[src/rtl/core/assert_macros.svh]
// assert_macros.svh: concurrent assertion macros for the RTL.
// No dependencies; taken in by `include in the files that assert.
`ifndef ASSERT_MACROS_SVH
`define ASSERT_MACROS_SVH

// Clocked implication check, disabled while reset is low.
`define ASSERT_CLK(label, clk, rstn, prop) \
    label: assert property (@(posedge clk) disable iff (!(rstn)) (prop)) \
        else $error("assertion failed: label");

// Same check, but with the reset condition active high.
`define ASSERT_CLK_DIS(label, clk, dis, prop) \
    label: assert property (@(posedge clk) disable iff (dis) (prop)) \
        else $error("assertion failed: label");

`endif

[src/rtl/core/tspd_pkg.sv]
// tspd_pkg: widths, reset values and register indexes of the pass detector.
// No dependencies; imported by three_sensor_pass_detector.
package tspd_pkg;

    localparam int CNT_W  = 8;
    localparam int TIME_W = 32;
    localparam int NUM_SENSORS = 3;
    localparam int CFG_ADDR_W = 2;
    localparam int CFG_DATA_W = 32;

    localparam logic [CNT_W-1:0] CNT_MAX = '1;
    // Offset in the "count exceeds pass count minus margin" gates.
    localparam logic [CNT_W:0] GATE_MARGIN = (CNT_W + 1)'(3);

    localparam logic [CNT_W-1:0]  PASS_FIRST_RST  = CNT_W'(5);
    localparam logic [CNT_W-1:0]  PASS_SECOND_RST = CNT_W'(6);
    localparam logic [CNT_W-1:0]  PASS_THIRD_RST  = CNT_W'(4);
    localparam logic [TIME_W-1:0] TIMEOUT_RST     = TIME_W'(4500);

    typedef enum logic [CFG_ADDR_W-1:0] {
        CFG_PASS_FIRST  = 2'd0,
        CFG_PASS_SECOND = 2'd1,
        CFG_PASS_THIRD  = 2'd2,
        CFG_TIMEOUT     = 2'd3
    } cfg_idx_t;

endpackage

[src/rtl/core/three_sensor_pass_detector.sv]
// three_sensor_pass_detector: counts sensor hits and flags completed passes.
// Depends on tspd_pkg and assert_macros.svh.
//
//  channel   | ports                                   | direction
//  ----------+-----------------------------------------+----------
//  poll      | s_valid s_ready s_hit_* s_now_ms         | in
//  result    | m_valid m_ready m_pass_seen              | out
//  config    | cfg_wr_en cfg_addr cfg_wdata             | in
//
// One request per cycle unless the result side stalls; an accepted poll is
// held in the input register, then the counter update loads the result reg.
// Counters and stamps update in the same cycle the result register loads.
// Reset clears counters, stamps, valid flags and restores register defaults.
// A stalled result holds the pipeline; the input register still fills once.
`include "assert_macros.svh"

module three_sensor_pass_detector
    import tspd_pkg::*;
(
    input  logic                  aclk,
    input  logic                  aresetn,
    // poll channel
    input  logic                  s_valid,
    output logic                  s_ready,
    input  logic                  s_hit_first,
    input  logic                  s_hit_second,
    input  logic                  s_hit_third,
    input  logic [TIME_W-1:0]     s_now_ms,
    // result channel
    output logic                  m_valid,
    input  logic                  m_ready,
    output logic                  m_pass_seen,
    // configuration
    input  logic                  cfg_wr_en,
    input  logic [CFG_ADDR_W-1:0] cfg_addr,
    input  logic [CFG_DATA_W-1:0] cfg_wdata
);

    // configuration registers
    logic [CNT_W-1:0]  pass0_reg, pass1_reg, pass2_reg;
    logic [TIME_W-1:0] timeout_reg;

    // input stage
    logic                   in_valid_reg;
    logic [NUM_SENSORS-1:0] hit_reg;
    logic [TIME_W-1:0]      now_reg;

    // state and result
    logic [CNT_W-1:0]  cnt_reg  [NUM_SENSORS];
    logic [CNT_W-1:0]  cnt_next [NUM_SENSORS];
    logic [TIME_W-1:0] time_reg [NUM_SENSORS];
    logic [TIME_W-1:0] time_next[NUM_SENSORS];
    logic              m_valid_reg, pass_reg;
    logic              pass_next;

    logic advance;
    logic [CNT_W-1:0]  c0a, c1a, c2a;
    logic [CNT_W-1:0]  c_sub [NUM_SENSORS];
    logic [TIME_W-1:0] t_hit [NUM_SENSORS];
    logic              ok1, ok2;
    logic [NUM_SENSORS*CNT_W-1:0] cnt_flat;

    function automatic logic [CNT_W-1:0] bump(input logic [CNT_W-1:0] c);
        bump = (c == CNT_MAX) ? CNT_MAX : c + CNT_W'(1);
    endfunction

    // handshake: output slot frees when empty or taken
    assign advance = in_valid_reg && (!m_valid_reg || m_ready);
    assign s_ready = !in_valid_reg || advance;
    assign m_valid = m_valid_reg;
    assign m_pass_seen = pass_reg;
    assign cnt_flat = {cnt_reg[2], cnt_reg[1], cnt_reg[0]};

    // hit counting with gating on the already updated counters
    always_comb begin
        c0a = hit_reg[0] ? bump(cnt_reg[0]) : cnt_reg[0];
        ok1 = hit_reg[1] && (({1'b0, c0a} + GATE_MARGIN) > {1'b0, pass0_reg});
        c1a = ok1 ? bump(cnt_reg[1]) : cnt_reg[1];
        ok2 = hit_reg[2] && (c0a >= pass0_reg)
              && (({1'b0, c1a} + GATE_MARGIN) > {1'b0, pass1_reg});
        c2a = ok2 ? bump(cnt_reg[2]) : cnt_reg[2];

        t_hit[0] = hit_reg[0] ? now_reg : time_reg[0];
        t_hit[1] = ok1 ? now_reg : time_reg[1];
        t_hit[2] = ok2 ? now_reg : time_reg[2];

        // pass detection and pass-count removal
        pass_next = (c0a >= pass0_reg) && (c1a >= pass1_reg) && (c2a >= pass2_reg);
        c_sub[0] = pass_next ? c0a - pass0_reg : c0a;
        c_sub[1] = pass_next ? c1a - pass1_reg : c1a;
        c_sub[2] = pass_next ? c2a - pass2_reg : c2a;

        // idle timeout clears and restamps
        for (int i = 0; i < NUM_SENSORS; i++) begin
            if ((now_reg - t_hit[i]) > timeout_reg) begin
                cnt_next[i]  = '0;
                time_next[i] = now_reg;
            end else begin
                cnt_next[i]  = c_sub[i];
                time_next[i] = t_hit[i];
            end
        end
    end

    // control and state registers
    always_ff @(posedge aclk) begin
        if (!aresetn) begin
            in_valid_reg <= 1'b0;
            m_valid_reg  <= 1'b0;
            pass0_reg    <= PASS_FIRST_RST;
            pass1_reg    <= PASS_SECOND_RST;
            pass2_reg    <= PASS_THIRD_RST;
            timeout_reg  <= TIMEOUT_RST;
            for (int i = 0; i < NUM_SENSORS; i++) begin
                cnt_reg[i]  <= '0;
                time_reg[i] <= '0;
            end
        end else begin
            if (s_valid && s_ready) begin
                in_valid_reg <= 1'b1;
            end else if (advance) begin
                in_valid_reg <= 1'b0;
            end

            if (advance) begin
                m_valid_reg <= 1'b1;
                for (int i = 0; i < NUM_SENSORS; i++) begin
                    cnt_reg[i]  <= cnt_next[i];
                    time_reg[i] <= time_next[i];
                end
            end else if (m_ready) begin
                m_valid_reg <= 1'b0;
            end

            if (cfg_wr_en) begin
                unique case (cfg_idx_t'(cfg_addr))
                    CFG_PASS_FIRST:  pass0_reg   <= cfg_wdata[CNT_W-1:0];
                    CFG_PASS_SECOND: pass1_reg   <= cfg_wdata[CNT_W-1:0];
                    CFG_PASS_THIRD:  pass2_reg   <= cfg_wdata[CNT_W-1:0];
                    CFG_TIMEOUT:     timeout_reg <= cfg_wdata[TIME_W-1:0];
                    default: ;
                endcase
            end
        end
    end

    // payload registers
    always_ff @(posedge aclk) begin
        if (s_valid && s_ready) begin
            hit_reg <= {s_hit_third, s_hit_second, s_hit_first};
            now_reg <= s_now_ms;
        end
        if (advance) begin
            pass_reg <= pass_next;
        end
    end

    // checks
    `ASSERT_CLK(a_adv_gives_result, aclk, aresetn, advance |=> m_valid_reg)
    `ASSERT_CLK(a_state_holds, aclk, aresetn, !advance |=> $stable(cnt_flat))
    `ASSERT_CLK(a_stall_cause, aclk, aresetn, !s_ready |-> in_valid_reg && m_valid_reg && !m_ready)

endmodule

[config.mk]
export PLATFORM = sky130hd
export DESIGN_NAME = three_sensor_pass_detector
export DESIGN_NICKNAME = d
export VERILOG_FILES = /design/src/rtl/core/tspd_pkg.sv /design/src/rtl/core/three_sensor_pass_detector.sv
export VERILOG_INCLUDE_DIRS = /design/src /design/src/rtl/core
export SDC_FILE = /design/constraint.sdc
export NUM_CORES = 1
export LEC_CHECK = 0
export ABC_AREA = 1
export BUFFER_PORTS_ARGS = -buffer_cell sky130_fd_sc_hd__buf_4
export CORE_MARGIN = 2
export CORE_UTILIZATION = 45
export DETAILED_ROUTE_END_ITERATION = 10
export GPL_ROUTABILITY_DRIVEN = 0
export GPL_TIMING_DRIVEN = 0
export PLACE_DENSITY = 0.69
export SLEW_MARGIN = 20
export SYNTH_ARGS = -nofsm -noshare
export SYNTH_HDL_FRONTEND = slang
export SYNTH_SLANG_ARGS = --single-unit
[constraint.sdc]
create_clock -name aclk -period 21.1 [get_ports aclk]
set_input_delay 3.165 -clock aclk [delete_from_list [all_inputs] [get_ports aclk]]
set_output_delay 3.165 -clock aclk [all_outputs]
set_load 0.005 [all_outputs]
==> impl_metrics.py, run 1 <==
metrics = {
    "yosys": {
        "synthCells": 2352,
        "synth_enable_flop_cells": 156,
        "async_reset_ff_share_pct": 0,
        "yosys_most_used_dff": "sky130_fd_sc_hd__edfxtp_1",
        "synth_cell_type_count": 50,
        "post_synth_instance_area_mm2": 0.01822,
        "synth_seq_area_share_pct": 32.09,
        "synth.avg_cell_area_um2": 7.746,
        "ys_seq_elements": 214,
        "synth_nets": 2666,
        "yosys_warnings": 0,
    },
    "floorplan": {
        "core-area_mm2": 0.03982,
        "die_y_um": 205.2,
        "design.die.area_mm2": 0.04211,
        "io-pin-count": 77,
        "fp-row-count": 73,
        "dieWidth_um": 205.2,
        "initial_utilization_pct": 45.75,
    },
    "routing": {
        "postRouteAntennaNets": 0,
        "route.detailed.drc": 0,
        "dr_total_vias": 16950,
        "routed_wire_length_per_instance_um": 18.14,
        "routed_wirelength_mm": 54.45,
        "drtIter0Drc": 1415,
        "dr.pass1.iters": 5,
        "vias_per_inst": 5.646,
    },
    "timing": {
        "final.setup.worst_slack_ps": 8435,
        "finalCritPeriodShare_pct": 60.02,
        "finalSetupTns_ps": 0,
        "worst-slew-pin-transition_ps": 1003,
        "finalClockSkew_ps": 37.40,
        "number_of_endpoints_with_negative_hold_slack_in_the_final_report": 0,
        "fin_crit_ps": 12660,
        "fmaxAchievable_mhz": 78.96,
        "setup_viol": 0,
        "maxSlewViolCount": 0,
        "rsz_0062_raised_after_global_routing": "false",
        "slew_headroom_pct": 33.12,
    },
    "worst_setup_path": {
        "crit_arrival_ps": 13050,
        "worst-endpoint-required_ps": 21480,
        "critPathSlowestCell": "sky130_fd_sc_hd__clkbuf_1",
        "endpoint_kind": "register",
        "critPathLaunchType": "register",
        "criticalPathCategory": "reg2reg",
        "most_repeated_library_cell_on_the_critical_path": "sky130_fd_sc_hd__nand2_1",
        "critPathTopFamily": "simple AND/OR/NAND/NOR gates",
        "crit_buf_inv": 10,
        "critical-path-max-stage-delay_ps": 680,
        "cp_max_fo": 10,
    },
    "grt": {
        "grt_remaining_overflow": 0,
        "grt_antenna_before_repair": 1,
        "grt_max_degree": 47,
        "grt.total_usage_pct": 25.62,
        "grt_pass1_vias": 16279,
        "grt_first_pass_wirelength_mm": 85.41,
    },
    "placement": {
        "dp.final_hpwl_mm": 43.21,
        "buffer_ports.inserted": 75,
        "dp_worst_setup_slack_ps": 8638,
    },
    "layout": {
        "final_cell_mix": "sky130_fd_sc_hd__nand2_1 (441), sky130_fd_sc_hd__inv_1 (331), sky130_fd_sc_hd__o21ai_0 (266)",
        "area.growth.synth_to_final_pct": 11.54,
        "layout.area.seq_mm2": 0.005846,
        "number_of_antenna_cells_inserted": 0,
        "fill_cell_count": 3806,
        "nNetsFinal": 2772,
        "layout.cells.most_common": "sky130_fd_sc_hd__nand2_1",
        "multi_input_area_mm2": 0.01083,
        "largest_register_ff_count": 96,
        "post_route_cells_drive_above_1_share_pct": 6.581,
    },
    "clocking": {
        "post_cts_resize_count": 0,
        "cts_max_level": 1,
        "post-cts-setup-buffer-count": 0,
        "clk_pin_slew_worst_paths_ps": 60,
        "cts-hold-fix-buffers": 0,
        "clk_sink_count": 214,
        "clkLatencyLatePin_ps": 570,
        "clk_root_buffer_cell": "sky130_fd_sc_hd__clkbuf_16",
        "clockBufferDepth": 3,
        "cts_buffers": 26,
        "clock_tree_from_tritoncts": "done",
    },
    "run_status": {
        "status": "finished clean",
    },
    "pwr": {
        "power_per_cell_area_mw_per_mm2": 97.53,
        "worst_ir_drop_vdd_uv": 56.02,
        "cellLeakagePower_nw": 9.354,
        "report.power.total_w": 0.001982,
    },
    "hold_path": {
        "worstHoldPathType": "reg2reg",
    },
    "run": {
        "max_cap_violations": 0,
    },
}
-- cell type report --
cell class	count	share of cell area, %
multi-input cells	1729	53.27
flip-flops and latches	214	28.76
inverters	339	6.262
clock buffers	36	3.694
well taps	525	3.232
repair buffers	78	3.103
plain buffers	70	1.391
clock inverters	11	0.2832
-- power breakdown --
| group | internal [W] | total [W] | switching [W] |
|---|---|---|---|
| combinational | 0.000348 | 0.00103 | 0.000685 |
| clock | 0.000247 | 0.000433 | 0.000185 |
| sequential | 0.000495 | 0.000516 | 0.0000206 |
| total | 0.00109 | 0.00198 | 0.000891 |
-- Yosys cell counts (3+ instances only) --
cell	count	share of area, %
sky130_fd_sc_hd__o21bai_1	5	0.21
sky130_fd_sc_hd__a221oi_1	3	0.14
sky130_fd_sc_hd__nand3_1	76	2.1
sky130_fd_sc_hd__nand3_2	3	0.16
sky130_fd_sc_hd__o21a_1	4	0.16
sky130_fd_sc_hd__o21ai_1	8	0.22
sky130_fd_sc_hd__nand2_1	442	9.1
sky130_fd_sc_hd__nand3b_1	3	0.12
sky130_fd_sc_hd__nor4_1	8	0.27
sky130_fd_sc_hd__o211ai_1	73	3.0
sky130_fd_sc_hd__dfxtp_1	58	6.4
sky130_fd_sc_hd__inv_2	5	0.10
sky130_fd_sc_hd__nand2_4	5	0.31
sky130_fd_sc_hd__nor2_1	89	1.8
sky130_fd_sc_hd__fa_1	6	0.66
sky130_fd_sc_hd__a211oi_1	14	0.58
sky130_fd_sc_hd__ha_1	234	16
sky130_fd_sc_hd__xnor2_1	31	1.5
sky130_fd_sc_hd__clkbuf_1	63	1.3
sky130_fd_sc_hd__o2111ai_1	3	0.14
sky130_fd_sc_hd__a31oi_1	6	0.21
sky130_fd_sc_hd__or2_2	3	0.10
sky130_fd_sc_hd__nor2_4	5	0.31
sky130_fd_sc_hd__nand2_2	12	0.41
sky130_fd_sc_hd__nand4_1	22	0.76
sky130_fd_sc_hd__inv_1	332	6.8
sky130_fd_sc_hd__o21ai_0	266	7.3
sky130_fd_sc_hd__xor2_1	83	4.0
sky130_fd_sc_hd__edfxtp_1	156	26
sky130_fd_sc_hd__a21boi_0	8	0.33
sky130_fd_sc_hd__nor3_1	28	0.77
sky130_fd_sc_hd__a21o_1	7	0.29
sky130_fd_sc_hd__buf_2	4	0.11
sky130_fd_sc_hd__a21boi_1	3	0.12
sky130_fd_sc_hd__o221ai_1	4	0.19
sky130_fd_sc_hd__a21oi_1	259	7.1
-- final timing paths --
path | slack (ps) | endpoint | from | cells past startpoint
setup / recovery | 8440 | cnt_reg[0][23]$_SDFFCE_PN0P_ | hit_reg[0]$_DFFE_PP_ | 70
hold / removal | 470 | pass2_reg[4]$_SDFFE_PN0P_ | pass2_reg[4]$_SDFFE_PN0P_ | 2
hold reg to reg | 470 | pass2_reg[4]$_SDFFE_PN0P_ | pass2_reg[4]$_SDFFE_PN0P_ | 2
setup reg to reg | 8440 | cnt_reg[0][23]$_SDFFCE_PN0P_ | hit_reg[0]$_DFFE_PP_ | 70
-- worst register-to-register path, delay by kind of cell (launching register included) --
family | cells | cell delay, ps
DFF | 1 | 550
xor gates and xnor gates | 2 | 280
AOI/OAI and AO/OA | 13 | 2820
adders and majority gates | 5 | 1470
buffers and inverters | 10 | 2620
and+or+nand+nor | 40 | 4690
-- per-layer routing --
metal / vias up / track usage [%] / share of wire [%]
li1: 8345 / - / -
met1: 7927 / 36.24 / 45
met2: 608 / 41.45 / 45
met3: 70 / 3.073 / 8.0
met4: 0 / 6.629 / 2.1
met5: - / 0 / 0
-- kinds of logic (layout without fill, tap and decap cells) --
group	Yosys count	count (layout)	synth area share [%]
xor gates and xnor gates	114	114	5.480
and+or+nand+nor	703	703	16.72
AOI/OAI and AO/OA	672	672	20.45
adders and majority gates	240	240	16.73
DFF	214	214	32.09
buffers and inverters	409	534	8.537
-- stage by stage --
step	instances	hold WS, ps	area, um^2	utilization, %
3_5_place_dp	2955	462.7	19510	49.00
3_3_place_gp	2952	463.9	19440	48.81
5_1_grt	3002	495.4	20320	51.03
2_1_floorplan	2352	435.3	18220	-
6_report	3002	471.6	20320	51.03
4_1_cts	3002	471.7	20320	51.03
Note: power is estimated with default switching activity, not from simulation.
==> run 2: changes to the inputs <==
- ABC_AREA: 1 -> 0
- clock period: 21.1 -> 13.15 ns (I/O delays scaled with it)
==> run 2 against run 1 <==
- critical path depth down 11
- flip-flop and latch count unchanged
- synthesized area grew 1.9%
- largest power group unchanged
==> impl_metrics.py, run 2 <==
metrics = {
    "run_status": {
        "status": "finished clean",
    },
    "grt": {
        "grt_antenna_before_repair": 0,
        "grt_first_pass_wirelength_mm": 80.50,
        "gr-usage-met3_pct": 2.244,
        "grt.total_usage_pct": 23.04,
        "gr-usage-met1_pct": 29.31,
        "gr-usage-met2_pct": 39.77,
        "grt_max_degree": 52,
        "grt_pass1_vias": 15177,
        "grt_remaining_overflow": 0,
        "grt_busiest_layer": "met2",
    },
    "yosys": {
        "synth_area_leaders": "sky130_fd_sc_hd__edfxtp_1 (25%), sky130_fd_sc_hd__ha_1 (16%), sky130_fd_sc_hd__dfxtp_1 (6.3%)",
        "yosys_warnings": 0,
        "async_reset_ff_share_pct": 0,
        "synthDominantAreaCellType": "sky130_fd_sc_hd__edfxtp_1",
        "synth_enable_flop_cells": 156,
        "synth_nets": 2361,
        "synth_top_area_share_pct": 25.24,
        "synth_seq_area_share_pct": 31.50,
        "synth.avg_cell_area_um2": 9.067,
        "post_synth_instance_area_mm2": 0.01856,
        "synthCells": 2047,
        "netlist_top_cells_count": "sky130_fd_sc_hd__ha_1 (234), sky130_fd_sc_hd__nand2_1 (204), sky130_fd_sc_hd__nor2_1 (164)",
        "ys_seq_elements": 214,
        "synth_cell_type_count": 76,
        "yosys_most_used_dff": "sky130_fd_sc_hd__edfxtp_1",
        "yosys.cell_count.top_type": "sky130_fd_sc_hd__ha_1",
    },
    "clocking": {
        "clkLatencyLatePin_ps": 550,
        "clk_root_buffer_cell": "sky130_fd_sc_hd__clkbuf_16",
        "clockBufferDepth": 3,
        "clk_sink_count": 214,
        "cts_max_level": 1,
        "clk_pin_slew_worst_paths_ps": 60,
        "clock_tree_from_tritoncts": "done",
        "cts_buffers": 27,
        "cts-hold-fix-buffers": 0,
    },
    "layout": {
        "design_area_mm2": 0.02090,
        "area.growth.synth_to_final_pct": 12.63,
        "post_route_cells_drive_above_1_share_pct": 9.354,
        "final_cell_mix": "sky130_fd_sc_hd__ha_1 (234), sky130_fd_sc_hd__nand2_1 (204), sky130_fd_sc_hd__nor2_1 (163)",
        "nNetsFinal": 2476,
        "number_of_antenna_cells_inserted": 0,
        "utilization_pct": 51.31,
        "largest_register_ff_count": 96,
        "layout.cells.most_common": "sky130_fd_sc_hd__ha_1",
    },
    "worst_setup_path": {
        "worst-endpoint-required_ps": 13430,
        "criticalPathCategory": "reg2reg",
        "timing.critical_path.from": "cnt_reg[0][0]$_SDFFCE_PN0P_",
        "endpoint_kind": "register",
        "cp_max_fo": 10,
        "most_repeated_library_cell_on_the_critical_path": "sky130_fd_sc_hd__a21o_1",
        "critical-path-max-stage-delay_ps": 420,
        "r2r-start": "cnt_reg[0][0]$_SDFFCE_PN0P_",
        "critPathSlowestCell": "sky130_fd_sc_hd__edfxtp_1",
        "crit_arrival_ps": 12650,
        "critPathLaunchType": "register",
    },
    "pwr": {
        "report.power.total_w": 0.002950,
        "cellLeakagePower_nw": 8.767,
        "worst_ir_drop_vdd_uv": 100.2,
        "power_per_cell_area_mw_per_mm2": 141.1,
    },
    "timing": {
        "setup_viol": 0,
        "fmaxAchievable_mhz": 80.87,
        "fin_crit_ps": 12370,
        "worst-slew-pin-transition_ps": 900.3,
        "slew_headroom_pct": 39.98,
        "rsz_0062_raised_after_global_routing": "false",
        "maxSlewViolCount": 0,
        "finalCritPeriodShare_pct": 94.04,
        "finalSetupTns_ps": 0,
        "final.setup.worst_slack_ps": 784.1,
        "number_of_endpoints_with_negative_hold_slack_in_the_final_report": 0,
        "finalClockSkew_ps": 10.75,
    },
    "run": {
        "max_cap_violations": 0,
    },
    "floorplan": {
        "fp-row-count": 74,
        "io-pin-count": 77,
        "design.die.area_mm2": 0.04289,
        "die_y_um": 207.1,
        "core-area_mm2": 0.04074,
        "initial_utilization_pct": 45.56,
        "dieWidth_um": 207.1,
    },
    "routing": {
        "dr_total_vias": 15601,
        "dr.pass1.iters": 6,
        "routed_wire_length_per_instance_um": 18.63,
        "routed_wirelength_mm": 50.56,
        "drtIter0Drc": 1271,
        "postRouteAntennaNets": 0,
        "route.detailed.drc": 0,
        "vias_per_inst": 5.750,
    },
    "placement": {
        "placement.cell_area_mm2": 0.01990,
        "buffer_ports.inserted": 76,
        "dp_worst_setup_slack_ps": -1235,
        "dp.final_hpwl_mm": 39.61,
    },
    "hold_path": {
        "worstHoldPathType": "reg2reg",
        "hold_start": "timeout_reg[22]$_SDFFE_PN0P_",
    },
}
## run 2: cell types whose count changed in the layout (fill, tap and decap cells not counted), sizes merged, moves of 44 or more
cell    before  now
nand2      459  204
inv        338  104
o21ai      274   71
a21oi      259  146
a21o         7  114
mux2i        0  104
nor2        96  164
a211oi      14   71
o211ai      73   19
nand3       81   34
xnor2       31   75
## run 2: cells by family after synthesis
group | after synthesis | synth area share [%]
and+or+nand+nor | 602 | 15.22
muxes | 107 | 5.791
adders and majority gates | 240 | 16.42
DFF | 214 | 31.50
buffers and inverters | 171 | 3.607
AOI/OAI and AO/OA | 588 | 21.57
xor gates and xnor gates | 125 | 5.899
## run 2: final cells by class
type                       instances  area [um^2]
clock inverter                    12        141.4
sequential                       214         5846
buffer                            70        311.5
clock buffer                      36        750.7
timing repair buffer              86        698.2
multi-input combinational       1662        12110
inverter                         101        379.1
tap                              532        665.6
fill                            3790        19840
## run 2: worst max-delay path: cells and delay by family (launching register included)
family | cells | cell delay [ps]
AO/OA/AOI/OAI | 30 | 5580
XOR/XNOR | 2 | 290
adder cells (fa/ha/maj) | 7 | 1950
buffers and inverters | 8 | 1320
flip-flops | 1 | 420
multiplexers | 2 | 540
AND/OR/NAND/NOR | 10 | 1950
## run 2: timing repair
action	in CTS	in global routing
gates resized for setup	8	18
pin swaps	2	2
setup endpoints to repair	40	40
buffers inserted	3	4
## run 2: per-stage QoR
| stage | hold WS (ps) | std cells |
|---|---|---|
| 2_1_floorplan | 443.5 | 2047 |
| 3_3_place_gp | 455.1 | 2655 |
| 3_5_place_dp | 458.3 | 2658 |
| 4_1_cts | 466.3 | 2709 |
| 5_1_grt | 498.1 | 2713 |
| 6_report | 464.3 | 2713 |
## run 2: path summary, 6_finish.rpt
path	cells past startpoint	to	slack, ps
worst max-delay path	59	time_reg[0][73]$_SDFFCE_PN0P_	780
worst min-delay path	2	timeout_reg[22]$_SDFFE_PN0P_	460
worst max register to register	59	time_reg[0][73]$_SDFFCE_PN0P_	780
worst min register to register	2	timeout_reg[22]$_SDFFE_PN0P_	460
## run 2: layer usage
layer / vias up / share of wire [%]
li1: 7753 / -
met1: 7326 / 44
met2: 414 / 47
met3: 108 / 4.4
met4: 0 / 4.5
met5: - / 0
## run 2: where the power goes
group | switching, W | total, W | internal (W)
registers | 0.0000356 | 0.000819 | 0.000783
logic | 0.000793 | 0.00137 | 0.000576
clock network | 0.000304 | 0.000762 | 0.000458
total | 0.00113 | 0.00295 | 0.00182
==> run 3: changes to the inputs <==
- BUFFER_PORTS_ARGS: -buffer_cell sky130_fd_sc_hd__buf_4 -> -buffer_cell sky130_fd_sc_hd__buf_2
==> run 3 against run 2 <==
- register-to-register slack worse by 30 ps
- critical endpoint is now cnt_reg[0][20]$_SDFFCE_PN0P_
- largest power group unchanged
- final cell count hardly changed
- die area stayed put
- flip-flop and latch count stayed put
==> impl_metrics.py, run 3 (same netlist as run 2, synthesis figures left out) <==
metrics = {
    "floorplan": {
        "core-area_mm2": 0.04074,
        "die_y_um": 207.1,
        "dieWidth_um": 207.1,
        "fp-row-count": 74,
        "io-pin-count": 77,
        "initial_utilization_pct": 45.56,
        "design.die.area_mm2": 0.04289,
    },
    "timing": {
        "fmaxAchievable_mhz": 80.66,
        "maxSlewViolCount": 0,
        "finalSetupTns_ps": 0,
        "finalCritPeriodShare_pct": 94.28,
        "setup_viol": 0,
        "fin_crit_ps": 12400,
        "rsz_0062_raised_after_global_routing": "false",
        "fin_worst_hold_slack_ps": 467.3,
        "number_of_endpoints_with_negative_hold_slack_in_the_final_report": 0,
        "worst-slew-pin-transition_ps": 1014,
        "slew_headroom_pct": 32.43,
        "finalClockSkew_ps": 14.52,
    },
    "worst_setup_path": {
        "most_repeated_library_cell_on_the_critical_path": "sky130_fd_sc_hd__ha_1",
        "r2r-start": "cnt_reg[0][0]$_SDFFCE_PN0P_",
        "criticalPathCategory": "reg2reg",
        "worst-endpoint-required_ps": 13430,
        "ff_to_ff_end": "cnt_reg[0][20]$_SDFFCE_PN0P_",
        "timing.critical_path.from": "cnt_reg[0][0]$_SDFFCE_PN0P_",
        "critical-path-max-stage-delay_ps": 430,
        "worst_setup_endpoint": "cnt_reg[0][20]$_SDFFCE_PN0P_",
        "critPathLaunchType": "register",
        "timing.reg2reg.setup_slack_ps": 750,
        "critPathSlowestCell": "sky130_fd_sc_hd__a221oi_2",
        "endpoint_kind": "register",
        "crit_arrival_ps": 12680,
        "depth_of_the_worst_register_to_register_path": 56,
        "cp_max_fo": 10,
    },
    "routing": {
        "route.detailed.drc": 0,
        "dr_total_vias": 15695,
        "routed_wirelength_mm": 49.93,
        "drtIter0Drc": 1015,
        "postRouteAntennaNets": 0,
        "vias_per_inst": 5.789,
        "dr.pass1.iters": 5,
        "routed_wire_length_per_instance_um": 18.42,
    },
    "clocking": {
        "clk_root_buffer_cell": "sky130_fd_sc_hd__clkbuf_16",
        "clk_pin_slew_worst_paths_ps": 60,
        "clockBufferDepth": 3,
        "clock_tree_from_tritoncts": "done",
        "clkLatencyLatePin_ps": 540,
        "cts_max_level": 1,
        "cts-hold-fix-buffers": 0,
        "clk_sink_count": 214,
        "cts_buffers": 25,
    },
    "run_status": {
        "status": "finished clean",
    },
    "layout": {
        "multi_input_area_mm2": 0.01211,
        "layout.cells.most_common": "sky130_fd_sc_hd__ha_1",
        "fill_cell_count": 3771,
        "layout.area.seq_mm2": 0.005846,
        "largest_register_ff_count": 96,
        "final_cells": 2711,
        "area.growth.synth_to_final_pct": 10.98,
        "number_of_antenna_cells_inserted": 0,
        "post_route_cells_drive_above_1_share_pct": 9.133,
        "nNetsFinal": 2475,
        "final_cell_mix": "sky130_fd_sc_hd__ha_1 (234), sky130_fd_sc_hd__nand2_1 (203), sky130_fd_sc_hd__nor2_1 (163)",
    },
    "hold_path": {
        "worstHoldPathType": "reg2reg",
        "hold_path_depth": 2,
    },
    "pwr": {
        "power_per_cell_area_mw_per_mm2": 138.6,
        "worst_ir_drop_vdd_uv": 118.7,
        "cellLeakagePower_nw": 8.642,
    },
    "grt": {
        "grt_antenna_before_repair": 0,
        "grt_pass1_vias": 15230,
        "grt_max_degree": 50,
        "grt.total_usage_pct": 22.73,
        "grt_remaining_overflow": 0,
        "grt_first_pass_wirelength_mm": 79.31,
    },
    "run": {
        "max_cap_violations": 0,
    },
    "placement": {
        "buffer_ports.inserted": 76,
        "dp.final_hpwl_mm": 39.51,
        "placed_instance_count": 2658,
    },
}
==> run 3: cell count changes in the layout (fill, tap and decap cells not counted), sizes merged <==
cell    change
clkinv      +3
inv         -3
bufinv      -2
buf         +2
clkbuf      -2
==> run 3: timing repair <==
| action | 4_1_cts | 5_1_grt |
|---|---|---|
| pin swaps | 2 | 2 |
| endpoints found under the hold margin | 0 | 0 |
| gates resized for setup | 6 | 23 |
| buffers inserted | 3 | 5 |
| setup endpoints to repair | 40 | 40 |
==> run 3: stage by stage <==
stage | util (%) | power, W | setup WS, ps | instance area (um^2)
2_1_floorplan | - | 0.001827 | 1554 | 18560
3_3_place_gp | 48.13 | 0.002098 | -1320 | 19610
3_5_place_dp | 48.36 | 0.002147 | -1381 | 19700
4_1_cts | 50.36 | 0.002843 | 52.92 | 20520
5_1_grt | 50.56 | 0.003059 | 43.46 | 20600
6_report | 50.56 | 0.002855 | 752.8 | 20600
==> run 3: worst max-delay path: cells and delay by family, from the launching register on <==
family | cells | cell delay [ps]
multiplexers | 1 | 290
AO/OA/AOI/OAI | 25 | 5170
AND/OR/NAND/NOR | 11 | 2390
adder cells (fa/ha/maj) | 7 | 1910
XOR/XNOR | 3 | 440
flip-flops | 1 | 410
buffers and inverters | 9 | 1480
==> run 3: metal layers <==
metal / up-vias / routed length [um] / global-route usage (%)
met2: 403 / 22920 / 37.86
met5: - / 0 / 0
met1: 7393 / 21590 / 28.50
li1: 7769 / - / -
met4: 0 / 2972 / 12.59
met3: 130 / 2450 / 3.017
==> run 3: worst min-delay path by stage <==
| stage | to | slack (ps) | from |
|---|---|---|---|
| 5_1_grt | pass2_reg[1]$_SDFFE_PN0P_ | 480 | pass2_reg[1]$_SDFFE_PN0P_ |
| 4_1_cts | pass2_reg[6]$_SDFFE_PN0P_ | 470 | pass2_reg[6]$_SDFFE_PN0P_ |
| 6_report | timeout_reg[10]$_SDFFE_PN0P_ | 470 | timeout_reg[10]$_SDFFE_PN0P_ |
| 3_3_place_gp | pass2_reg[4]$_SDFFE_PN0P_ | 450 | pass2_reg[4]$_SDFFE_PN0P_ |
| 2_1_floorplan | timeout_reg[1]$_SDFFE_PN0P_ | 440 | timeout_reg[1]$_SDFFE_PN0P_ |
| 3_5_place_dp | pass2_reg[6]$_SDFFE_PN0P_ | 460 | pass2_reg[6]$_SDFFE_PN0P_ |
==> run 3: power breakdown <==
group	internal, W	switching (W)	leakage [nW]
combinational	0.000569	0.000788	6.15
clock	0.000391	0.000287	0.387
sequential	0.000783	0.0000359	2.10
==> run 3: area by class of cell <==
| type | count | area share (%) |
|---|---|---|
| multi-input cells | 1662 | 58.80 |
| flip-flops and latches | 214 | 28.38 |
| clock buffers | 35 | 3.432 |
| well taps | 532 | 3.231 |
| repair buffers | 87 | 2.466 |
| inverters | 101 | 1.840 |
| plain buffers | 70 | 1.512 |
| clock inverters | 10 | 0.3402 |
